===== src/clpe_pkg.sv =====
package clpe_pkg;

  localparam int CAPACITY = 32;
  localparam int SLOT_W   = $clog2(CAPACITY);
  localparam int CNT_W    = $clog2(CAPACITY + 1);
  localparam int POS_W    = 8;
  localparam int CMP_W    = (CNT_W > POS_W) ? CNT_W : POS_W;

  typedef logic [SLOT_W-1:0] slot_t;
  typedef logic [CNT_W-1:0]  cnt_t;

  typedef enum logic [2:0] {
    FN_INS_FRONT = 3'd0,
    FN_INS_BACK  = 3'd1,
    FN_INS_POS   = 3'd2,
    FN_DEL_HEAD  = 3'd3,
    FN_DEL_TAIL  = 3'd4,
    FN_DEL_POS   = 3'd5
  } func_t;

  typedef enum logic [1:0] {
    ST_OK      = 2'd0,
    ST_EMPTY   = 2'd1,
    ST_INVALID = 2'd2,
    ST_FULL    = 2'd3
  } status_t;

  typedef enum logic [2:0] {
    S_IDLE,
    S_DECODE,
    S_WALK,
    S_UNLINK,
    S_LINK1,
    S_LINK2,
    S_DONE
  } state_t;

  typedef enum logic [1:0] {
    END_FRONT,
    END_BACK,
    END_MID
  } ins_end_t;

endpackage


===== src/circular_list_positional_edit_core.sv =====
// Bounded circular doubly linked list of signed 32-bit words.
// Input channel (in_valid / in_stall): one item per edit, with in_func selecting
// insert front, insert back, insert at position, delete head, delete tail or
// delete at position; in_value and in_position carry the operands.
// Result channel (out_valid / out_stall): exactly one item per input item, with
// out_status, out_removed_value (zero unless an entry was deleted) and
// out_length, the entry count after the edit.
// One item is worked at a time by a small sequencer around the node memories
// (values, next links, prev links; one write and one registered read each per
// cycle). in_stall is high from acceptance until the result is loaded into the
// output register. Head and tail edits pass from decode to the unlink step or to
// the link steps, and then to done; positional edits first chase links from the
// head one node per cycle, so the link chase sets the rate.
// When the receiver stalls, the result holds in the output register; the
// block still takes the next item and finishes it once the register frees.
// Reset empties the list and refills the free-slot stack at once; no clearing
// pass is needed and an item may be offered in the first cycle after reset.
module circular_list_positional_edit_core import clpe_pkg::*; (
  input  logic               clk,
  input  logic               rst_n,
  input  logic               in_valid,
  output logic               in_stall,
  input  logic [2:0]         in_func,
  input  logic signed [31:0] in_value,
  input  logic [7:0]         in_position,
  output logic               out_valid,
  input  logic               out_stall,
  output logic [1:0]         out_status,
  output logic signed [31:0] out_removed_value,
  output logic [5:0]         out_length
);

  state_t      state_r, state_nxt;
  logic [2:0]  func_r;
  logic [31:0] value_r;
  logic [7:0]  pos_r;
  cnt_t        count_r, count_nxt;
  slot_t       head_r, head_nxt;
  slot_t       tail_r, tail_nxt;
  slot_t       cur_r, cur_nxt;
  cnt_t        cnt_r, cnt_nxt;
  logic [7:0]  limit_r, limit_nxt;
  slot_t       slot_r, slot_nxt;
  slot_t       a_r, a_nxt;
  slot_t       b_r, b_nxt;
  ins_end_t    end_r, end_nxt;
  status_t     status_r, status_nxt;
  logic [31:0] removed_r, removed_nxt;
  slot_t       free_r [CAPACITY];

  logic        out_valid_r, out_valid_nxt;
  logic [1:0]  out_status_r;
  logic [31:0] out_removed_r;
  logic [5:0]  out_length_r;
  logic        out_load;

  logic [31:0] val_mem  [CAPACITY];
  slot_t       next_mem [CAPACITY];
  slot_t       prev_mem [CAPACITY];
  logic [31:0] val_rd_r;
  slot_t       next_rd_r;
  slot_t       prev_rd_r;
  slot_t       rd_addr;

  logic        val_we;
  slot_t       val_wa;
  logic        next_we;
  slot_t       next_wa;
  slot_t       next_wd;
  logic        prev_we;
  slot_t       prev_wa;
  slot_t       prev_wd;
  logic        free_we;
  slot_t       free_wa;

  slot_t       free_top;
  slot_t       free_push;
  slot_t       free_slot;
  logic        walk_more;

  assign free_top  = slot_t'(cnt_t'(CAPACITY - 1) - count_r);
  assign free_push = slot_t'(cnt_t'(CAPACITY) - count_r);
  assign free_slot = free_r[free_top];
  assign walk_more = (CMP_W'(cnt_r) < CMP_W'(limit_r)) && (next_rd_r != head_r);

  assign in_stall          = (state_r != S_IDLE);
  assign out_valid         = out_valid_r;
  assign out_status        = out_status_r;
  assign out_removed_value = out_removed_r;
  assign out_length        = out_length_r;

  always_ff @(posedge clk) begin
    if (val_we) begin
      val_mem[val_wa] <= value_r;
    end
    if (next_we) begin
      next_mem[next_wa] <= next_wd;
    end
    if (prev_we) begin
      prev_mem[prev_wa] <= prev_wd;
    end
    val_rd_r  <= val_mem[rd_addr];
    next_rd_r <= next_mem[rd_addr];
    prev_rd_r <= prev_mem[rd_addr];
  end

  always_ff @(posedge clk) begin
    if (!rst_n) begin
      state_r     <= S_IDLE;
      count_r     <= '0;
      head_r      <= '0;
      tail_r      <= '0;
      out_valid_r <= 1'b0;
      for (int i = 0; i < CAPACITY; i++) begin
        free_r[i] <= slot_t'(i);
      end
    end else begin
      state_r     <= state_nxt;
      count_r     <= count_nxt;
      head_r      <= head_nxt;
      tail_r      <= tail_nxt;
      out_valid_r <= out_valid_nxt;
      if (free_we) begin
        free_r[free_wa] <= cur_r;
      end
    end
  end

  always_ff @(posedge clk) begin
    if (in_valid && !in_stall) begin
      func_r  <= in_func;
      value_r <= in_value;
      pos_r   <= in_position;
    end
    cur_r     <= cur_nxt;
    cnt_r     <= cnt_nxt;
    limit_r   <= limit_nxt;
    slot_r    <= slot_nxt;
    a_r       <= a_nxt;
    b_r       <= b_nxt;
    end_r     <= end_nxt;
    status_r  <= status_nxt;
    removed_r <= removed_nxt;
    if (out_load) begin
      out_status_r  <= status_r;
      out_removed_r <= removed_r;
      out_length_r  <= 6'(count_r);
    end
  end

  always_comb begin
    state_nxt   = state_r;
    count_nxt   = count_r;
    head_nxt    = head_r;
    tail_nxt    = tail_r;
    cur_nxt     = cur_r;
    cnt_nxt     = cnt_r;
    limit_nxt   = limit_r;
    slot_nxt    = slot_r;
    a_nxt       = a_r;
    b_nxt       = b_r;
    end_nxt     = end_r;
    status_nxt  = status_r;
    removed_nxt = removed_r;
    rd_addr     = cur_r;
    val_we      = 1'b0;
    val_wa      = slot_r;
    next_we     = 1'b0;
    next_wa     = slot_r;
    next_wd     = b_r;
    prev_we     = 1'b0;
    prev_wa     = slot_r;
    prev_wd     = a_r;
    free_we     = 1'b0;
    free_wa     = free_push;
    out_load    = 1'b0;

    case (state_r)
      S_IDLE: begin
        if (in_valid) begin
          state_nxt = S_DECODE;
        end
      end

      S_DECODE: begin
        status_nxt  = ST_OK;
        removed_nxt = '0;
        case (func_r)
          FN_INS_FRONT, FN_INS_BACK, FN_INS_POS: begin
            if (count_r == cnt_t'(CAPACITY)) begin
              status_nxt = ST_FULL;
              state_nxt  = S_DONE;
            end else begin
              slot_nxt = free_slot;
              a_nxt    = (count_r == '0) ? free_slot : tail_r;
              b_nxt    = (count_r == '0) ? free_slot : head_r;
              if (func_r == FN_INS_FRONT || (func_r == FN_INS_POS && pos_r <= 8'd1)) begin
                end_nxt   = END_FRONT;
                state_nxt = S_LINK1;
              end else if (func_r == FN_INS_BACK || count_r == '0) begin
                end_nxt   = END_BACK;
                state_nxt = S_LINK1;
              end else begin
                cur_nxt   = head_r;
                cnt_nxt   = cnt_t'(1);
                limit_nxt = pos_r - 8'd1;
                end_nxt   = END_MID;
                rd_addr   = head_r;
                state_nxt = S_WALK;
              end
            end
          end
          FN_DEL_HEAD, FN_DEL_TAIL, FN_DEL_POS: begin
            if (count_r == '0) begin
              status_nxt = ST_EMPTY;
              state_nxt  = S_DONE;
            end else if (func_r == FN_DEL_TAIL) begin
              cur_nxt   = tail_r;
              rd_addr   = tail_r;
              state_nxt = S_UNLINK;
            end else if (func_r == FN_DEL_HEAD || pos_r == 8'd1) begin
              cur_nxt   = head_r;
              rd_addr   = head_r;
              state_nxt = S_UNLINK;
            end else begin
              cur_nxt   = head_r;
              cnt_nxt   = cnt_t'(1);
              limit_nxt = pos_r;
              rd_addr   = head_r;
              state_nxt = S_WALK;
            end
          end
          default: begin
            status_nxt = ST_INVALID;
            state_nxt  = S_DONE;
          end
        endcase
      end

      S_WALK: begin
        if (walk_more) begin
          cur_nxt = next_rd_r;
          cnt_nxt = cnt_r + cnt_t'(1);
          rd_addr = next_rd_r;
        end else if (func_r == FN_INS_POS) begin
          a_nxt     = cur_r;
          b_nxt     = next_rd_r;
          end_nxt   = (cur_r == tail_r) ? END_BACK : END_MID;
          state_nxt = S_LINK1;
        end else if (cur_r == head_r) begin
          status_nxt = ST_INVALID;
          state_nxt  = S_DONE;
        end else begin
          state_nxt = S_UNLINK;
        end
      end

      S_UNLINK: begin
        next_we     = 1'b1;
        next_wa     = prev_rd_r;
        next_wd     = next_rd_r;
        prev_we     = 1'b1;
        prev_wa     = next_rd_r;
        prev_wd     = prev_rd_r;
        free_we     = 1'b1;
        removed_nxt = val_rd_r;
        count_nxt   = count_r - cnt_t'(1);
        if (count_r == cnt_t'(1)) begin
          head_nxt = '0;
          tail_nxt = '0;
        end else begin
          if (cur_r == head_r) begin
            head_nxt = next_rd_r;
          end
          if (cur_r == tail_r) begin
            tail_nxt = prev_rd_r;
          end
        end
        state_nxt = S_DONE;
      end

      S_LINK1: begin
        val_we    = 1'b1;
        next_we   = 1'b1;
        prev_we   = 1'b1;
        state_nxt = S_LINK2;
      end

      S_LINK2: begin
        next_we   = 1'b1;
        next_wa   = a_r;
        next_wd   = slot_r;
        prev_we   = 1'b1;
        prev_wa   = b_r;
        prev_wd   = slot_r;
        count_nxt = count_r + cnt_t'(1);
        if (count_r == '0) begin
          head_nxt = slot_r;
          tail_nxt = slot_r;
        end else begin
          case (end_r)
            END_FRONT: head_nxt = slot_r;
            END_BACK:  tail_nxt = slot_r;
            default:   head_nxt = head_r;
          endcase
        end
        state_nxt = S_DONE;
      end

      S_DONE: begin
        if (!out_valid_r || !out_stall) begin
          out_load  = 1'b1;
          state_nxt = S_IDLE;
        end
      end

      default: begin
        state_nxt = S_IDLE;
      end
    endcase

    out_valid_nxt = out_load || (out_valid_r && out_stall);
  end

`ifndef SYNTHESIS
  a_count_bound: assert property (@(posedge clk) disable iff (!rst_n)
    count_r <= cnt_t'(CAPACITY))
    else $error("entry count beyond capacity");

  a_count_only_on_edit: assert property (@(posedge clk) disable iff (!rst_n)
    !(state_r == S_LINK2 || state_r == S_UNLINK) |=> $stable(count_r))
    else $error("entry count changed outside an edit step");

  a_empty_length: assert property (@(posedge clk) disable iff (!rst_n)
    (out_load && status_r == ST_EMPTY) |-> count_r == '0)
    else $error("empty status with entries present");

  a_walk_within_list: assert property (@(posedge clk) disable iff (!rst_n)
    state_r == S_WALK |-> (cnt_r <= count_r && cnt_r != '0))
    else $error("link chase ran past the list");
`endif

endmodule

===== config.mk =====
export PLATFORM = sky130hd
export DESIGN_NAME = circular_list_positional_edit_core
export DESIGN_NICKNAME = d
export VERILOG_FILES = /design/src/clpe_pkg.sv /design/src/circular_list_positional_edit_core.sv
export SDC_FILE = /design/constraint.sdc
export NUM_CORES = 2
export LEC_CHECK = 0
export ABC_AREA = 1
export ABC_CLOCK_PERIOD_IN_PS = 5400
export BUFFER_PORTS_ARGS = -buffer_cell sky130_fd_sc_hd__clkbuf_2
export CAP_MARGIN = 0
export CORE_MARGIN = 1
export CORE_UTILIZATION = 55
export DETAILED_ROUTE_END_ITERATION = 10
export PLACE_DENSITY = 0.8
export SYNTH_ARGS = -nofsm -noshare
export SYNTH_HDL_FRONTEND = slang
export SYNTH_SLANG_ARGS = --single-unit

===== constraint.sdc =====
create_clock -name clk -period 5.4 [get_ports clk]
set_input_delay 0.27 -clock clk [delete_from_list [all_inputs] [get_ports clk]]
set_output_delay 0.27 -clock clk [all_outputs]
set_load 0.02 [all_outputs]

==> metrics.md <==
| Metric | Value |
|---|---|
| Status | finished clean |
| Overall Power | 43.2 mW |
| Netlist Area Pre-Place | 74600 um^2 |
| Most frequent cells in the layout | 1667 x nand2_1, 1652 x edfxtp_1, 1473 x nand3_1 |
| Non-filler instance count after layout | 8893 |
| Setup TNS | 0 ns |
| Clk Latency, worst-skew pair | 0.83 ns |
| I/O Pins | 89 |
| Leak | 32.1 nW |
| CTS tree | done |
| Vias per cell | 5.98 |
| WS Path Type | reg2reg |
| Placed Instances | 8540 |
| Met1 wire length | 71400 um |
| Vias in the first global route | 50.6k |
| Final Instance Area | 82500 um^2 |
| Final Max Slew Viols | 0 |
| Register area share after synthesis | 0.683 |
| Main synth FF type | edfxtp_1 |
| CORE AREA | 134000 um^2 |
| First-pass GRT wire length | 297000 um |
| FFs w/ async S/R, synth | 0 |
| DRC viols | 0 |
| Achievable Freq | 244 MHz |
| Final min period | 4.10 ns |
| Synth Area per Inst | 10.6 um^2 |
| Worst-path maximum fanout | 79 |
| Total GRT Usage | 0.285 |
| WL met2 | 93500 um |
| Wire per inst | 22.4 um |
| Most common cell after layout, fill and taps aside | nand2_1 |
| Root Buffer | clkbuf_16 |
| Worst setup EP type | flip-flop |
| Cts bufs inserted | 161 |
| Fraction of layout cells with a size suffix above 1 | 0.0713 |
| Std-Cell Rows | 134 |
| Global route total overflow | 0 |
| DR pass1 iterations | 7 |
| Min Hold Slack | 0.110 ns |
| Die X-Extent | 370 um |
| Synth-to-Final Area Change | 10.6% |
| RSZ-0062 raised after global routing | false |
| Critical Path Start Type | flip-flop |
| Post-CTS sizing | 0 |
| Max-slew headroom | 0.0964 |
| Post-synthesis cell type count | 53 |
| Power per cell area | 523 nW/um^2 |
| Max-cap violations | 0 |
| Post-DP HPWL | 107000 um |
| Die height | 370 um |
| Net Count, Synth | 7066 |
| Met3 wire len | 24200 um |
| Sink count of the clock tree | 1719 |
| Initial Util | 0.557 |
| Gate Count Post-Synth | 7005 |
| Post-Place Cell Area | 76600 um^2 |
| Maximum VDD drop | 0.846 mV |
| Area of the die | 137000 um^2 |
| Post-Route WL | 199000 um |
| FF+latch count, synth | 1719 |
| I/O Buffers | 88 |
| Fin crit share | 0.760 |
| Detail Route Antenna Nets | 0 |
| Vias | 53.2k |
| Fin Clk Skew | 0.0381 ns |
| Post-synth EDFFs | 1652 |
| Final setup violation count | 0 |
| Highest metal used | met4 |
| Crit path DAT | 4.81 ns |
| Largest net degree at the start of global routing | 221 |
| Hold Crit Class | in2reg |
| Clock Pin Slew Worst Setup and Hold Paths | 0.07 ns |
| Final hold viol count | 0 |
| Yosys warning total | 0 |
| Initial antenna violation count | 6 |
| Slew @ Worst Pin | 1.35 ns |
| Req. time, crit path | 6.10 ns |
| Nets | 7041 |
| H-Tree Depth | 4 |
| Clk buf depth | 3 |
| GPL Wtd Cong | 0.917 |
| Initial drt markers | 8502 |
==> worst max-delay path, stage by stage, from the launching register on <==
cell and delay, ns:
dfxtp_1 0.39, inv_1 0.11, nor2_4 0.11, buf_4 0.47, nand2_1 0.24, inv_1 0.21
nand2_1 0.11, nand3_2 0.17, nand2_8 0.27, nand2_8 0.53, buf_12 0.39, buf_12 0.24
nand2_1 0.07, nand3_1 0.07, nand3_1 0.11, nand3_1 0.14, nand2_1 0.08, nand2_1 0.07
nand2_1 0.05
==> per-layer routing <==
metal / GRT usage / up-vias
met5: 0 / -
met4: 0.142 / 0
met3: 0.0561 / 626
met2: 0.454 / 3703
met1: 0.374 / 25185
li1: - / 23658
==> cell families after synthesis <==
kind of cell	synth area share
AOI/OAI and AO/OA	0.0196
xor gates and xnor gates	0.00223
DFF	0.683
buffers and inverters	0.0702
and+or+nand+nor	0.223
adders and majority gates	0.00235
==> per-stage QoR <==
stage | worst slack [ns] | util
after global placement | 1.51 | 0.572
after global routing | 0.955 | 0.616
after floorplan | 1.64 | -
final | 1.30 | 0.616
after detailed placement | 1.35 | 0.572
after CTS | 1.32 | 0.616
==> flip-flops by register name, summed over array words and instances, names as in the netlist, 6 cells and up <==
register / cells
cnt_r: 6
count_r: 6
free_r: 160
limit_r: 8
next_mem: 160
out_length: 6
out_removed_value: 32
pos_r: 8
prev_mem: 160
removed_r: 32
val_mem: 1024
val_rd_r: 32
value_r: 32
==> final cells by class <==
| type | count | area (um^2) |
|---|---|---|
| Fill cell | 9723 | 51400 |
| Sequential cell | 1719 | 51000 |
| Multi-Input combinational cell | 4019 | 18800 |
| Clock buffer | 223 | 4470 |
| Inverter | 839 | 3160 |
| Tap cell | 1768 | 2210 |
| Timing Repair Buffer | 240 | 1990 |
| Clock inverter | 80 | 946 |
| Antenna cell | 5 | 12.5 |
==> synth_stat cells (5+ instances only) <==
master,instances,share of area
nand2_1,1668,0.084
edfxtp_1,1652,0.66
nand3_1,1479,0.099
inv_1,827,0.042
nor2_1,381,0.019
buf_2,300,0.020
nand3b_1,168,0.017
o21ai_0,135,0.0091
clkbuf_1,92,0.0046
dfxtp_1,67,0.018
o22ai_1,46,0.0039
a21oi_1,29,0.0019
buf_4,22,0.0022
ha_1,14,0.0023
nor3_1,14,0.00094
buf_1,10,0.00050
xnor2_1,10,0.0012
xor2_1,9,0.0011
a221oi_1,7,0.00082
clkinv_1,7,0.00035
nand4_1,6,0.00050
a22o_1,5,0.00059
inv_2,5,0.00025
==> worst paths after layout <==
check | startpoint | to | slack [ns] | cells after the start
worst max-delay path | state_r[0]$_SDFFE_PN0P_ | val_rd_r[20]$_DFF_P_ | 1.30 | 18
worst min register to register | removed_r[23]$_SDFFCE_PP0P_ | out_removed_value[23]$_DFFE_PP_ | 0.41 | 0
worst min-delay path | rst_n | count_r[3]$_SDFFE_PN0N_ | 0.11 | 4
worst max register to register | state_r[0]$_SDFFE_PN0P_ | val_rd_r[20]$_DFF_P_ | 1.30 | 18
==> power breakdown <==
group          internal [mW]  switching (mW)
clock                   6.57            5.05
sequential              16.5           0.978
combinational           3.81            10.2
==> timing repair <==
item	in CTS	in global routing
hold endpoints to repair	49	0
buffers inserted	0	0
hold buffers	45	0
setup endpoints to repair	0	0
No activity file was read; power rests on OpenSTA's default activity.
